==> config.mk <==
export PLATFORM = sky130hd
export DESIGN_NAME = nearest_position_request_queue_flat
export DESIGN_NICKNAME = d
export VERILOG_FILES = /design/src/rtl/core/nprq_pkg.sv /design/src/rtl/core/nprq_in_if.sv /design/src/rtl/core/nprq_out_if.sv /design/src/rtl/core/nprq_ram.sv /design/src/rtl/core/nprq_sched.sv /design/src/rtl/core/nearest_position_request_queue.sv /design/src/flat_wrapper.sv
export SDC_FILE = /design/constraint.sdc
export NUM_CORES = 2
export LEC_CHECK = 0
export ABC_AREA = 0
export BUFFER_PORTS_ARGS = -buffer_cell sky130_fd_sc_hd__clkbuf_2
export CELL_PAD_IN_SITES_DETAIL_PLACEMENT = 1
export CELL_PAD_IN_SITES_GLOBAL_PLACEMENT = 2
export CORE_UTILIZATION = 40
export CTS_CLUSTER_SIZE = 40
export DETAILED_ROUTE_END_ITERATION = 10
export PLACE_DENSITY = 0.7
export SYNTH_ARGS = -nofsm -noshare
export SYNTH_HDL_FRONTEND = slang
export SYNTH_HIERARCHICAL = 1
export SYNTH_SLANG_ARGS = --single-unit
==> constraint.sdc <==
create_clock -name clk_i -period 11.3 [get_ports clk_i]
set_clock_uncertainty 0.05 [all_clocks]
set_input_delay 0.565 -clock clk_i [delete_from_list [all_inputs] [get_ports clk_i]]
set_output_delay 0.565 -clock clk_i [all_outputs]
set_load 0.02 [all_outputs]
==> src/rtl/core/nprq_pkg.sv <==
package nprq_pkg;

  // queue geometry
  localparam int unsigned QueueDepth = 32;
  localparam int unsigned PosBits    = 48;
  localparam int unsigned IdxW       = $clog2(QueueDepth);
  localparam int unsigned CntW       = $clog2(QueueDepth + 1);

  typedef logic [PosBits-1:0] pos_t;
  typedef logic [IdxW-1:0]    idx_t;
  typedef logic [CntW-1:0]    cnt_t;

  // operation codes
  localparam logic OpAdd      = 1'b0;
  localparam logic OpDispatch = 1'b1;

  // one input item
  typedef struct packed {
    logic operation;
    pos_t request_position;
    pos_t head_position;
  } req_t;

  // one result item
  typedef struct packed {
    logic dispatched;
    pos_t dispatched_position;
    logic add_refused;
    logic queue_empty;
  } rsp_t;

  // position memory access from the scheduler
  typedef struct packed {
    logic we;
    idx_t waddr;
    pos_t wdata;
    logic re;
    idx_t raddr;
  } mem_req_t;

  // absolute distance between two sectors
  function automatic pos_t gap(pos_t a, pos_t b);
    return (a >= b) ? (a - b) : (b - a);
  endfunction

  // circular index increment
  function automatic idx_t idx_next(idx_t a);
    return (a == idx_t'(QueueDepth - 1)) ? '0 : a + 1'b1;
  endfunction

endpackage

==> src/rtl/core/nprq_in_if.sv <==
interface nprq_in_if;
  logic                 valid;
  logic                 ready;
  logic                 operation;
  nprq_pkg::pos_t       request_position;
  nprq_pkg::pos_t       head_position;

  modport source (output valid, output operation, output request_position,
                  output head_position, input ready);
  modport sink (input valid, input operation, input request_position,
                input head_position, output ready);
endinterface

==> src/rtl/core/nprq_out_if.sv <==
interface nprq_out_if;
  logic                 valid;
  logic                 ready;
  logic                 dispatched;
  nprq_pkg::pos_t       dispatched_position;
  logic                 add_refused;
  logic                 queue_empty;

  modport source (output valid, output dispatched, output dispatched_position,
                  output add_refused, output queue_empty, input ready);
  modport sink (input valid, input dispatched, input dispatched_position,
                input add_refused, input queue_empty, output ready);
endinterface

==> src/rtl/core/nprq_ram.sv <==
module nprq_ram #(
  parameter int unsigned Width = 8,
  parameter int unsigned Depth = 32
) (
  input  logic                     clk_i,
  input  logic                     we_i,
  input  logic [$clog2(Depth)-1:0] waddr_i,
  input  logic [Width-1:0]         wdata_i,
  input  logic                     re_i,
  input  logic [$clog2(Depth)-1:0] raddr_i,
  output logic [Width-1:0]         rdata_o
);
  localparam int unsigned AddrW = $clog2(Depth);

  logic [Width-1:0] mem_q [Depth];
  logic [Width-1:0] rdata_q;

  // write port
  always_ff @(posedge clk_i) begin
    if (we_i) begin
      mem_q[waddr_i] <= wdata_i;
    end
  end

  // registered read port
  always_ff @(posedge clk_i) begin
    if (re_i) begin
      rdata_q <= mem_q[AddrW'(raddr_i)];
    end
  end

  assign rdata_o = rdata_q;
endmodule

==> src/rtl/core/nprq_sched.sv <==
module nprq_sched (
  input  logic               clk_i,
  input  logic               rst_ni,
  input  logic               req_valid_i,
  output logic               req_ready_o,
  input  nprq_pkg::req_t     req_i,
  output logic               rsp_valid_o,
  input  logic               rsp_ready_i,
  output nprq_pkg::rsp_t     rsp_o,
  output nprq_pkg::mem_req_t mem_o,
  input  nprq_pkg::pos_t     mem_rdata_i
);
  import nprq_pkg::*;

  localparam logic [2:0] StIdle = 3'd0;
  localparam logic [2:0] StWalk = 3'd1;
  localparam logic [2:0] StTail = 3'd2;
  localparam logic [2:0] StPop  = 3'd3;
  localparam logic [2:0] StDone = 3'd4;

  logic [2:0] st_q, st_d;
  idx_t       head_q, head_d;
  cnt_t       count_q, count_d;
  idx_t       addr_q, addr_d;
  idx_t       step_q, step_d;
  logic       found_q, found_d;
  pos_t       newp_q, newp_d;
  pos_t       ref_q, ref_d;
  pos_t       carry_q, carry_d;
  rsp_t       rsp_q, rsp_d;

  logic       accept;
  logic       hit;
  logic       last_step;
  idx_t       addr_nxt;

  assign accept    = req_valid_i && (st_q == StIdle);
  assign addr_nxt  = idx_next(addr_q);
  assign last_step = (step_q == idx_t'(count_q - 1'b1));
  // new request goes in front when not farther than the entry
  assign hit       = !found_q && (gap(newp_q, ref_q) <= gap(mem_rdata_i, ref_q));

  assign req_ready_o = (st_q == StIdle);
  assign rsp_valid_o = (st_q == StDone);
  assign rsp_o       = rsp_q;

  // walk, shift and pop sequencing
  always_comb begin
    st_d        = st_q;
    head_d      = head_q;
    count_d     = count_q;
    addr_d      = addr_q;
    step_d      = step_q;
    found_d     = found_q;
    newp_d      = newp_q;
    ref_d       = ref_q;
    carry_d     = carry_q;
    rsp_d       = rsp_q;
    mem_o.we    = 1'b0;
    mem_o.waddr = addr_q;
    mem_o.wdata = newp_q;
    mem_o.re    = 1'b0;
    mem_o.raddr = addr_nxt;

    unique case (st_q)
      StIdle: begin
        mem_o.re    = 1'b1;
        mem_o.raddr = head_q;
        if (accept) begin
          newp_d  = req_i.request_position;
          ref_d   = req_i.head_position;
          addr_d  = head_q;
          step_d  = '0;
          found_d = 1'b0;
          rsp_d   = '0;
          if (req_i.operation == OpDispatch) begin
            if (count_q == '0) begin
              rsp_d.queue_empty = 1'b1;
              st_d              = StDone;
            end else begin
              st_d = StPop;
            end
          end else if (count_q == cnt_t'(QueueDepth)) begin
            rsp_d.add_refused = 1'b1;
            st_d              = StDone;
          end else if (count_q == '0) begin
            st_d = StTail;
          end else begin
            st_d = StWalk;
          end
        end
      end
      StWalk: begin
        // entry data comes from the registered read issued in the cycle before; write back shifted value
        mem_o.re    = !last_step;
        mem_o.we    = hit || found_q;
        mem_o.wdata = hit ? newp_q : carry_q;
        if (hit || found_q) begin
          carry_d = mem_rdata_i;
        end else begin
          ref_d = mem_rdata_i;
        end
        found_d = found_q || hit;
        addr_d  = addr_nxt;
        step_d  = step_q + 1'b1;
        if (last_step) begin
          st_d = StTail;
        end
      end
      StTail: begin
        mem_o.we    = 1'b1;
        mem_o.wdata = found_q ? carry_q : newp_q;
        count_d     = count_q + 1'b1;
        st_d        = StDone;
      end
      StPop: begin
        rsp_d.dispatched          = 1'b1;
        rsp_d.dispatched_position = mem_rdata_i;
        rsp_d.queue_empty         = (count_q == cnt_t'(1));
        head_d                    = idx_next(head_q);
        count_d                   = count_q - 1'b1;
        st_d                      = StDone;
      end
      StDone: begin
        if (rsp_ready_i) begin
          st_d = StIdle;
        end
      end
      default: begin
        st_d = StIdle;
      end
    endcase
  end

  // control state
  always_ff @(posedge clk_i or negedge rst_ni) begin
    if (!rst_ni) begin
      st_q    <= StIdle;
      head_q  <= '0;
      count_q <= '0;
    end else begin
      st_q    <= st_d;
      head_q  <= head_d;
      count_q <= count_d;
    end
  end

  // walk payload
  always_ff @(posedge clk_i) begin
    addr_q  <= addr_d;
    step_q  <= step_d;
    found_q <= found_d;
    newp_q  <= newp_d;
    ref_q   <= ref_d;
    carry_q <= carry_d;
    rsp_q   <= rsp_d;
  end
endmodule

==> src/rtl/core/nearest_position_request_queue.sv <==
// channel | dir | fields                                                  | transfer
// req_i   | in  | operation, request_position, head_position              | valid & ready
// rsp_o   | out | dispatched, dispatched_position, add_refused, queue_empty | valid & ready
//
// an add walks the queued entries, reading one stored position per cycle from
// the single read port, and then writes the tail
// a dispatch or a refused add needs no walk
// one item is worked at a time; the result register lets the next item in while a
// result waits, and a stalled result stops the scheduler only once a second is ready
// reset empties the queue at once; stored positions need no clearing
module nearest_position_request_queue (
  input  logic       clk_i,
  input  logic       rst_ni,
  nprq_in_if.sink    req_i,
  nprq_out_if.source rsp_o
);
  import nprq_pkg::*;

  req_t     req;
  rsp_t     sched_rsp;
  logic     sched_rsp_valid;
  logic     sched_rsp_ready;
  mem_req_t mem_req;
  pos_t     mem_rdata;

  logic     out_valid_q, out_valid_d;
  rsp_t     out_q;

  assign req.operation        = req_i.operation;
  assign req.request_position = req_i.request_position;
  assign req.head_position    = req_i.head_position;

  // scheduler
  nprq_sched u_sched (
    .clk_i       (clk_i),
    .rst_ni      (rst_ni),
    .req_valid_i (req_i.valid),
    .req_ready_o (req_i.ready),
    .req_i       (req),
    .rsp_valid_o (sched_rsp_valid),
    .rsp_ready_i (sched_rsp_ready),
    .rsp_o       (sched_rsp),
    .mem_o       (mem_req),
    .mem_rdata_i (mem_rdata)
  );

  // position store, circular
  nprq_ram #(
    .Width (PosBits),
    .Depth (QueueDepth)
  ) u_ram (
    .clk_i   (clk_i),
    .we_i    (mem_req.we),
    .waddr_i (mem_req.waddr),
    .wdata_i (mem_req.wdata),
    .re_i    (mem_req.re),
    .raddr_i (mem_req.raddr),
    .rdata_o (mem_rdata)
  );

  // result register
  assign sched_rsp_ready = !out_valid_q || rsp_o.ready;
  always_comb begin
    out_valid_d = out_valid_q;
    if (sched_rsp_valid && sched_rsp_ready) begin
      out_valid_d = 1'b1;
    end else if (rsp_o.ready) begin
      out_valid_d = 1'b0;
    end
  end

  always_ff @(posedge clk_i or negedge rst_ni) begin
    if (!rst_ni) begin
      out_valid_q <= 1'b0;
    end else begin
      out_valid_q <= out_valid_d;
    end
  end

  always_ff @(posedge clk_i) begin
    if (sched_rsp_valid && sched_rsp_ready) begin
      out_q <= sched_rsp;
    end
  end

  assign rsp_o.valid               = out_valid_q;
  assign rsp_o.dispatched          = out_q.dispatched;
  assign rsp_o.dispatched_position = out_q.dispatched_position;
  assign rsp_o.add_refused         = out_q.add_refused;
  assign rsp_o.queue_empty         = out_q.queue_empty;
endmodule

==> src/flat_wrapper.sv <==
// flat-port wrapper written by rule: the top's interface ports become plain ports
module nearest_position_request_queue_flat import nprq_pkg::*;
  (clk_i, rst_ni, req_i_valid, req_i_operation, req_i_request_position, req_i_head_position, req_i_ready, rsp_o_valid, rsp_o_dispatched, rsp_o_dispatched_position, rsp_o_add_refused, rsp_o_queue_empty, rsp_o_ready);
  nprq_in_if req_i_i ();
  nprq_out_if rsp_o_i ();
  input  logic clk_i;
  input  logic rst_ni;
  input wire logic [$bits(req_i_i.valid)-1:0] req_i_valid;
  input wire logic [$bits(req_i_i.operation)-1:0] req_i_operation;
  input wire logic [$bits(req_i_i.request_position)-1:0] req_i_request_position;
  input wire logic [$bits(req_i_i.head_position)-1:0] req_i_head_position;
  output wire logic [$bits(req_i_i.ready)-1:0] req_i_ready;
  output wire logic [$bits(rsp_o_i.valid)-1:0] rsp_o_valid;
  output wire logic [$bits(rsp_o_i.dispatched)-1:0] rsp_o_dispatched;
  output wire logic [$bits(rsp_o_i.dispatched_position)-1:0] rsp_o_dispatched_position;
  output wire logic [$bits(rsp_o_i.add_refused)-1:0] rsp_o_add_refused;
  output wire logic [$bits(rsp_o_i.queue_empty)-1:0] rsp_o_queue_empty;
  input wire logic [$bits(rsp_o_i.ready)-1:0] rsp_o_ready;
  assign req_i_i.valid = req_i_valid;
  assign req_i_i.operation = req_i_operation;
  assign req_i_i.request_position = req_i_request_position;
  assign req_i_i.head_position = req_i_head_position;
  assign req_i_ready = req_i_i.ready;
  assign rsp_o_valid = rsp_o_i.valid;
  assign rsp_o_dispatched = rsp_o_i.dispatched;
  assign rsp_o_dispatched_position = rsp_o_i.dispatched_position;
  assign rsp_o_add_refused = rsp_o_i.add_refused;
  assign rsp_o_queue_empty = rsp_o_i.queue_empty;
  assign rsp_o_i.ready = rsp_o_ready;
  nearest_position_request_queue u_core (.clk_i(clk_i), .rst_ni(rst_ni), .req_i(req_i_i), .rsp_o(rsp_o_i));
endmodule
==> results.ini <==
[status]
status=finished, final reports clean

[cells_and_area]
nets=6626
area_delta_synth_final_pct=12.83
final_cell_mix=edfxtp_1 (1,841), mux2i_1 (807), a21oi_1 (389), nand2_1 (355), ha_1 (247)
mostFrequentLayoutCell=edfxtp_1
drive_above_1_share_pct=10.57

[detailed_routing]
viasPerCell=5.847
ant_nets=0
drc_errors=0
drtPass1Iterations=6
totalWireLength_um=280300
vias=54090
wl_per_cell_um=30.30
drtIter0Drc=4420

[synth]
synthesis.area_um2=84970
synth_ff_type=edfxtp_1
synth_warnings=6
synth_area_per_cell_um2=13.96
synth_seq_cells=1856
syn_nets=6439
synth_edf_count=1841
synth_cell_type_count=98
ys_async_sr_fraction_pct=0.8082
synthCells=6087
seq_area_frac_synth_pct=65.50

[cts]
clk_pin_slew_worst_paths_ps=60
clock_latency_ps=840
clockBufferDepth=3
cts_made_buffers=197
htree_num_levels=4
clockRootBuffer=clkbuf_16
cts_tree=yes
cts-resized-gates=0
cts_sinks=1856

[placed_design]
io_buffers=153
dp_hpwl_um=186800
gp_congestion=0.9215

[critical_path]
path_class=reg -> reg
worst-path-max-fanout=48
cp_cell_sequence=inv_1 -> ha_1 -> nand4_1 -> nor2_1 -> nand3_1 -> o211ai_1 -> nor2_2 -> buf_4 -> o211ai_1 -> o21ai_0 -> xnor2_1 -> ha_1 -> nand4_1 -> nor4_1 -> nand3_1 -> o21ai_4 -> o31a_2 -> a21o_1 -> nand3b_1 -> nor2_4 -> buf_4
required_ps=11680
arrival_ps=9470
start_kind=flip-flop
cpMaxStageDelayCell=nor4_1
slowest_delay_ps=930
cp-end-kind=flip-flop

[floorplanning]
die_x_um=462.9
die_h_um=462.9
dieArea_um2=214300
placementRows=168
start_util_pct=40.38
io_pins=154
coreArea_um2=210400

[grt]
grt_pass1_wl_um=399900
antenna_found_initial=10
grt_pass1_vias=54830
grt_max_degree=114
grt-ovfl-total=0
track_usage_pct=25.50

[timing]
drv_slew=0
worst_slew_pin_slew_ps=1126
min_period_over_period_pct=80.43
fmax_ghz=0.1100
slew_headroom_pct=24.22
setup_tns_ps=0
post-route-min-period_ps=9089
rsz0062_at_grt=no
hold_violations=0
finalSetupViolCount=0

[job]
drv_cap=0

[hold_path]
hold_path.class=in -> reg

-- cells by family after synthesis --
| family | synth area share [%] |
|---|---|
| AND/OR/NAND/NOR | 6.524 |
| flip-flops | 65.50 |
| AO/OA/AOI/OAI | 10.21 |
| adder cells (fa/ha/maj) | 3.731 |
| multiplexers | 9.696 |
| XOR/XNOR | 1.113 |
| buffers and inverters | 3.225 |
-- worst max-delay path, delay by kind of cell, from the launching register on --
kind | cells | cell delay, ps
compound gates | 6 | 2240
xor+xnor | 1 | 380
fa+ha+maj | 2 | 840
buf+inv | 3 | 1200
flops | 1 | 480
simple gates | 9 | 3450
-- final timing paths --
check / startpoint / endpoint / slack [ps] / cells past startpoint
max: u_core/u_ram/rdata_o[40]$_DFFE_PP_ / u_core/u_ram/mem_q[10][40]$_DFFE_PP_ / 2210 / 21
min: req_i_request_position[23] / u_core/u_sched/newp_q[23]$_DFFE_PP_ / 40 / 1
max reg2reg: u_core/u_ram/rdata_o[40]$_DFFE_PP_ / u_core/u_ram/mem_q[10][40]$_DFFE_PP_ / 2210 / 21
min reg2reg: u_core/u_sched/rsp_o[14]$_DFFE_PP_ / u_core/rsp_o.dispatched_position[12]$_DFFE_PP_ / 370 / 0
max in group asynchronous: rst_ni / u_core/u_sched/head_q[3]$_DFFE_PN0P_ / 10680 / 2
min in group asynchronous: rst_ni / u_core/u_sched/count_q[1]$_DFFE_PN0P_ / 180 / 2
-- state kept, by name, indices dropped and copies added (netlist names) --
name / cells
u_core/rsp_o.dispatched: 1
u_core/u_sched/count_q: 6
u_core/u_sched/carry_q: 48
u_core/u_ram/rdata_o: 48
u_core/u_sched/head_q: 5
u_core/u_sched/found_q: 1
u_core/u_sched/rsp_o: 51
u_core/u_sched/ref_q: 48
u_core/u_sched/step_q: 5
u_core/u_sched/addr_q: 5
u_core/rsp_o.add_refused: 1
u_core/rsp_o.queue_empty: 1
u_core/u_sched/newp_q: 48
u_core/rsp_o.dispatched_position: 48
u_core/u_sched/st_q: 3
u_core/rsp_o.valid: 1
u_core/u_ram/mem_q: 1536
-- repair_timing --
item | in CTS | in global routing
hold endpoints to repair | 86 | 1
setup endpoints to repair | 0 | 0
setup buffers | 0 | 0
hold buffers | 72 | 1
-- Yosys cell counts (8+ instances only) --
| cell type | n | area, um^2 |
|---|---|---|
| and3_1 | 61 | 381.6 |
| buf_6 | 44 | 495.5 |
| inv_1 | 192 | 720.7 |
| a21oi_1 | 390 | 1952 |
| or3_1 | 10 | 62.56 |
| nand2_1 | 359 | 1348 |
| or2_2 | 10 | 62.56 |
| a31oi_1 | 59 | 369.1 |
| o31ai_1 | 12 | 90.09 |
| a221oi_1 | 61 | 534.3 |
| edfxtp_1 | 1841 | 55280 |
| buf_4 | 56 | 420.4 |
| o21a_1 | 25 | 187.7 |
| a211oi_1 | 17 | 127.6 |
| nand2b_1 | 12 | 75.07 |
| mux2i_1 | 807 | 8078 |
| nor3_1 | 79 | 395.4 |
| o211ai_1 | 24 | 180.2 |
| o21bai_1 | 41 | 307.8 |
| nand3b_1 | 8 | 60.06 |
| a21o_1 | 118 | 885.9 |
| a22o_1 | 96 | 840.8 |
| clkbuf_1 | 166 | 623.1 |
| nand4_1 | 111 | 694.4 |
| nand3_1 | 230 | 1151 |
| mux2_2 | 12 | 135.1 |
| xor2_1 | 38 | 332.8 |
| dfrtp_1 | 15 | 375.4 |
| nor2b_1 | 15 | 93.84 |
| ha_1 | 247 | 3090 |
| a22oi_1 | 147 | 1104 |
| o21ai_1 | 8 | 40.04 |
| xnor2_1 | 70 | 613.1 |
| buf_2 | 75 | 375.4 |
| o21ai_0 | 221 | 1106 |
| nor2_1 | 245 | 919.6 |
| buf_1 | 17 | 63.81 |
-- routing by layer --
| layer | vias to the layer above | routed length [um] | global-route usage (%) |
|---|---|---|---|
| met2 | 1504 | 130900 | 40.87 |
| met5 | - | 20 | 0 |
| met3 | 350 | 12580 | 2.786 |
| met4 | 2 | 6746 | 6.685 |
| li1 | 23870 | - | - |
| met1 | 28360 | 130100 | 36.82 |
-- metrics by stage --
stage | worst slack, ps | util (%) | std cells | area [um^2] | hold WS [ps]
2_1_floorplan | 1492 | - | 6087 | 84970 | 219.4
3_3_place_gp | 2227 | 42.20 | 8807 | 88800 | 350.9
3_5_place_dp | 2196 | 42.20 | 8807 | 88800 | 355.2
4_1_cts | 2220 | 45.54 | 9235 | 95830 | 1.325
5_1_grt | 1956 | 45.55 | 9237 | 95840 | -0.6079
6_report | 2211 | 45.56 | 9251 | 95870 | 44.90
-- area by class of cell --
type	count	area, um^2
repair buffers	349	2545
diodes	15	37.54
clock inverters	111	1192
flip-flops and latches	1856	55660
clock buffers	245	5110
multi-input cells	3677	27100
fillers	20950	114500
inverters	193	724.4
well taps	2805	3510
Power is left out: the tool's default activity adds up to more than one toggle a clock period on the data nets, which glitch-free logic cannot reach.
